**src/hdl/sk_pkg.sv**
```systemverilog
// Shared types and constants for the sorted key table.
package sk_pkg;

  // Field widths of the transactions.
  localparam int KeyW    = 32;
  localparam int PayW    = 32;
  localparam int FuncW   = 2;
  localparam int PosW    = 8;
  localparam int SlotW   = 9;
  localparam int CountW  = 9;
  localparam int StatusW = 2;

  // Index field wide enough for the largest supported table (4096 entries).
  localparam int IdxMaxW = 12;

  // Number of cells folded into one group of the payload read tree.
  localparam int GrpSize = 16;

  // Operation codes.
  typedef enum logic [FuncW-1:0] {
    FN_LOOKUP = 2'd0,
    FN_INSERT = 2'd1,
    FN_DELETE = 2'd2
  } func_e;

  // Result status codes.
  typedef enum logic [StatusW-1:0] {
    STS_OK     = 2'd0,
    STS_FULL   = 2'd1,
    STS_BADIDX = 2'd2
  } status_e;

  // Shift command seen by every cell.
  typedef enum logic [1:0] {
    CMD_NONE,
    CMD_INS,
    CMD_DEL
  } cmd_op_e;

  typedef struct packed {
    cmd_op_e             op;
    logic [IdxMaxW-1:0]  idx;
    logic [KeyW-1:0]     key;
    logic [PayW-1:0]     payload;
  } shift_cmd_t;

  // Sequencer states.
  typedef enum logic [2:0] {
    S_IDLE,
    S_CMP,
    S_SEARCH,
    S_READ_GRP,
    S_READ_ALL,
    S_EXEC,
    S_FINISH
  } fsm_e;

endpackage

```
**src/hdl/sk_cell.sv**
```systemverilog
// One table cell: holds a key and payload, compares, and shifts with its neighbors.
module sk_cell import sk_pkg::*; #(
  parameter int IDX = 0
) (
  input  logic                    clk_i,
  input  shift_cmd_t              cmd_i,
  input  logic signed [KeyW-1:0]  want_i,
  input  logic [KeyW-1:0]         prev_key_i,
  input  logic [PayW-1:0]         prev_pay_i,
  input  logic [KeyW-1:0]         next_key_i,
  input  logic [PayW-1:0]         next_pay_i,
  output logic [KeyW-1:0]         key_o,
  output logic [PayW-1:0]         pay_o,
  output logic                    lt_o,
  output logic                    eq_o,
  output logic [PayW-1:0]         rd_o
);

  localparam logic [IdxMaxW-1:0] MyIdx = IdxMaxW'(IDX);

  logic [KeyW-1:0] key_q, key_d;
  logic [PayW-1:0] pay_q, pay_d;

  // Shift right on insert at or before this cell, shift left on delete.
  always_comb begin
    key_d = key_q;
    pay_d = pay_q;
    unique case (cmd_i.op)
      CMD_INS: begin
        if (MyIdx > cmd_i.idx) begin
          key_d = prev_key_i;
          pay_d = prev_pay_i;
        end else if (MyIdx == cmd_i.idx) begin
          key_d = cmd_i.key;
          pay_d = cmd_i.payload;
        end
      end
      CMD_DEL: begin
        if (MyIdx >= cmd_i.idx) begin
          key_d = next_key_i;
          pay_d = next_pay_i;
        end
      end
      CMD_NONE: begin
      end
      default: begin
      end
    endcase
  end

  // Entry storage carries no reset; entries beyond the count are never used.
  always_ff @(posedge clk_i) begin
    key_q <= key_d;
    pay_q <= pay_d;
  end

  // Signed compare against the broadcast search key.
  assign lt_o  = $signed(key_q) < want_i;
  assign eq_o  = $signed(key_q) == want_i;
  assign key_o = key_q;
  assign pay_o = pay_q;

  // Payload gated by index match, ORed together in the read tree.
  assign rd_o = (MyIdx == cmd_i.idx) ? pay_q : '0;

endmodule

```
**config.mk**
```make
export PLATFORM = sky130hd
export DESIGN_NAME = sk_cell
export DESIGN_NICKNAME = d
export VERILOG_FILES = /design/src/hdl/sk_pkg.sv /design/src/hdl/sk_cell.sv
export SDC_FILE = /design/constraint.sdc
export NUM_CORES = 1
export LEC_CHECK = 0
export ABC_CLOCK_PERIOD_IN_PS = 3480
export BUFFER_PORTS_ARGS = -buffer_cell sky130_fd_sc_hd__buf_2
export CAP_MARGIN = 30
export CORE_AREA = 5 5 129 131
export CTS_CLUSTER_SIZE = 14
export DETAILED_ROUTE_END_ITERATION = 8
export DIE_AREA = 0 0 134 136
export GPL_ROUTABILITY_DRIVEN = 0
export GPL_TIMING_DRIVEN = 0
export SYNTH_ARGS = -nofsm -noshare
export SYNTH_HDL_FRONTEND = slang
export SYNTH_SLANG_ARGS = --single-unit
```
**constraint.sdc**
```tcl
create_clock -name clk_i -period 3.48 [get_ports clk_i]
set_input_delay 0.348 -clock clk_i [delete_from_list [all_inputs] [get_ports clk_i]]
set_output_delay 0.348 -clock clk_i [all_outputs]
set_load 0.01 [all_outputs]
```
==> impl_results.md <==
- Async set-or-reset flop fraction in the synthesized netlist: 0%
- Arrival time at the worst endpoint: 2.30 ns
- Num Clock Sinks: 64
- Run status: finished clean
- Biggest cell delay along the critical path: 0.55 ns
- Antenna violations before repair: 0
- Clk Tree Root Cell: sky130_fd_sc_hd__clkbuf_16
- Effective utilization at floorplan: 24.3%
- Total Power: 1.96 mW
- Classification of the worst-slack hold path: input pin to flop
- Core Util, Final: 36.6%
- Avg Vias per Cell: 4.28
- Total CTS buffers: 9
- CTS H-tree depth: 3
- TritonCTS clock tree: built
- F_max: 0.378 GHz
- Hold Vio Cnt, Final: 0
- Simple-gate share of the synthesized area: 9.80%
- Power per cell area: 347 nW/um^2
- Setup Viol. Count Final: 0
- Core region area: 15,500 sq um
- Part of the Yosys area used for sequential elements: 51.0%
- Post-layout net count: 844
- Type of origin of the critical path: flop
- Number of diodes: 0
- Relative slew slack: 39.4%
- Antenna-violating nets left: 0
- Ys flop type: sky130_fd_sc_hd__edfxtp_1
- Flops & latches, synth: 64
- DIE AREA: 18,200 sq um
- Peak VDD IR: 0.216 mV
- Period utilization: 76.0%
- Leak pwr: 2.73 nW
- Post_cts resized: 0
- Number of remaining DRC errors: 0
- Wire length after detailed routing: 12,100 microns
- Total routing usage reported by global routing: 12.6%
- Worst path buffer plus inverter count: 1
- CTS Hold Buffers Added: 0
- Die width: 134 microns
- Mean Syn Cell Area: 13.0 sq um
- Synthesis-to-layout area growth: 50.4%
- I/O pin count: 337
- Number of library cell types mapped by synthesis: 32
- Mean routed wirelength per cell: 15.7 microns
- Ratio of cells with drive above 1 in the final layout: 62.8%
- Pin count of the biggest net entering global routing: 65
- Number of search-and-repair iterations in the first detailed-routing pass: 4
- Overflow after GRT: 0
- Post-synthesis compound-gate area fraction: 4.68%
- Series of cell instances along the critical path: ha_1 -> nand4_1 -> nor4_1 -> o31a_1 -> o22ai_2 -> buf_2
- Port buffer count: 272
- Arithmetic-cell share of the synthesized area counting full adders, half adders and majority gates: 10.6%
- Slew @ Worst Pin: 0.910 ns
- Number of vias after detailed routing: 3,292
- Wire length of the first global-routing pass: 18,200 microns
- CP endpoint kind: primary output
- Cell area after synthesis: 3770 sq um
- Starting DRC count in detailed routing: 123
- Die Height: 136 microns
- Reg clk slew, reported paths: 0.06 ns
- Placement row count: 46
- Post-layout minimum cycle time: 2.65 ns
- Instance count of the mapped netlist: 290
- XOR/XNOR share of the synthesized area: 0%
- Hpwl dp: 10,000 microns
- Crit Path Class: flop to primary output
- Max FO, Critical Path: 3
- Number of violations of the max-capacitance limit: 0
- Top cell type's share of synthesized area: 51.0%
- Largest family of logic cells by synthesized area: multiplexers
- WP data required: 3.13 ns
- Unrepaired setup endpoints after global routing: false
- Slowest cell on crit path: sky130_fd_sc_hd__nor4_1
- Clock Tree Buf Depth: 2
- Most instantiated cells after synthesis: sky130_fd_sc_hd__edfxtp_1 (64), sky130_fd_sc_hd__mux2_2 (64), sky130_fd_sc_hd__and2_1 (32), sky130_fd_sc_hd__ha_1 (32), sky130_fd_sc_hd__inv_1 (32)
- Setup WS post-layout: 0.834 ns
- Worst path top cell family by delay: simple AND/OR/NAND/NOR gates
- Yosys warnings: 0
- Post-synthesis cell type with the largest combined area: sky130_fd_sc_hd__edfxtp_1
- Final max-slew violation count: 0
- Number of flops mapped to enable cells by yosys: 64
- Proportion of synthesized area in mux cells: 19.1%
- Vias in the first global route: 3,589
- Smallest hold slack: 0.327 ns
- Setup bufs post-CTS: 0
- Synthesized netlist net count: 561
- Cell types with the largest area share after synthesis: sky130_fd_sc_hd__edfxtp_1 (51%), sky130_fd_sc_hd__mux2_2 (19%), sky130_fd_sc_hd__ha_1 (11%), sky130_fd_sc_hd__and2_1 (5.3%), sky130_fd_sc_hd__inv_1 (3.2%)
- Pre-CTS WS: 0.707 ns
==> metrics by stage <==
step                      cell area (sq um)  instances  TNS [ns]
after CTS                              5670        770         0
after global routing                   5670        770         0
after global placement                 5370        754    -39.06
after floorplan                        3770        290         0
final                                  5670        770         0
after detailed placement               5380        754         0
==> report_power, final <==
| part | internal (mW) | switching [mW] |
|---|---|---|
| clock network | 0.550 | 0.323 |
| logic | 0.146 | 0.0895 |
| registers | 0.854 | 0.0000689 |
| total | 1.55 | 0.413 |
==> layout make-up <==
type,count,area [sq um]
Clock buffer,10,229
Clock inverter,6,60.1
Inverter,32,120
Buffer,10,58.8
Sequential cell,64,1920
Tap cell,192,240
Fill cell,1541,9820
Multi-Input combinational cell,184,1670
Timing Repair Buffer,272,1360
==> state kept, by name (all words and copies together), names as in the netlist <==
register and count:
key_o 32, pay_o 32
==> cells by family (layout without fill, tap and decap cells) <==
family,count (synthesis),count (layout)
AOI/OAI and AO/OA,26,26
adders and majority gates,32,32
buffers and inverters,42,330
DFF,64,64
muxes,64,64
and+or+nand+nor,62,62
==> cells in the final DEF, fill, tap and decap left out, types with 5 or more instances in the layout <==
cell type	instances
sky130_fd_sc_hd__buf_2	274
sky130_fd_sc_hd__mux2_2	64
sky130_fd_sc_hd__edfxtp_1	64
sky130_fd_sc_hd__inv_1	32
sky130_fd_sc_hd__and2_1	32
sky130_fd_sc_hd__ha_1	32
sky130_fd_sc_hd__a21oi_1	11
sky130_fd_sc_hd__clkbuf_16	9
sky130_fd_sc_hd__nand2_1	7
sky130_fd_sc_hd__nand4_1	6
sky130_fd_sc_hd__buf_4	5
==> metal layers <==
metal	up-vias	global-route usage [%]	share of wire (%)
met5	-	0	0
met4	0	3.31	1.0
met3	11	4.81	8.8
met2	136	22.3	51
met1	1517	14.2	39
li1	1628	-	-
==> worst paths after layout <==
path	startpoint	end	slack, ns	depth (start not counted)
worst max-delay path	key_o[26]	lt_o	0.83	6
worst min-delay path	cmd_i[19]	pay_o[19]	0.33	2
Power figures use the tool's default switching activity.
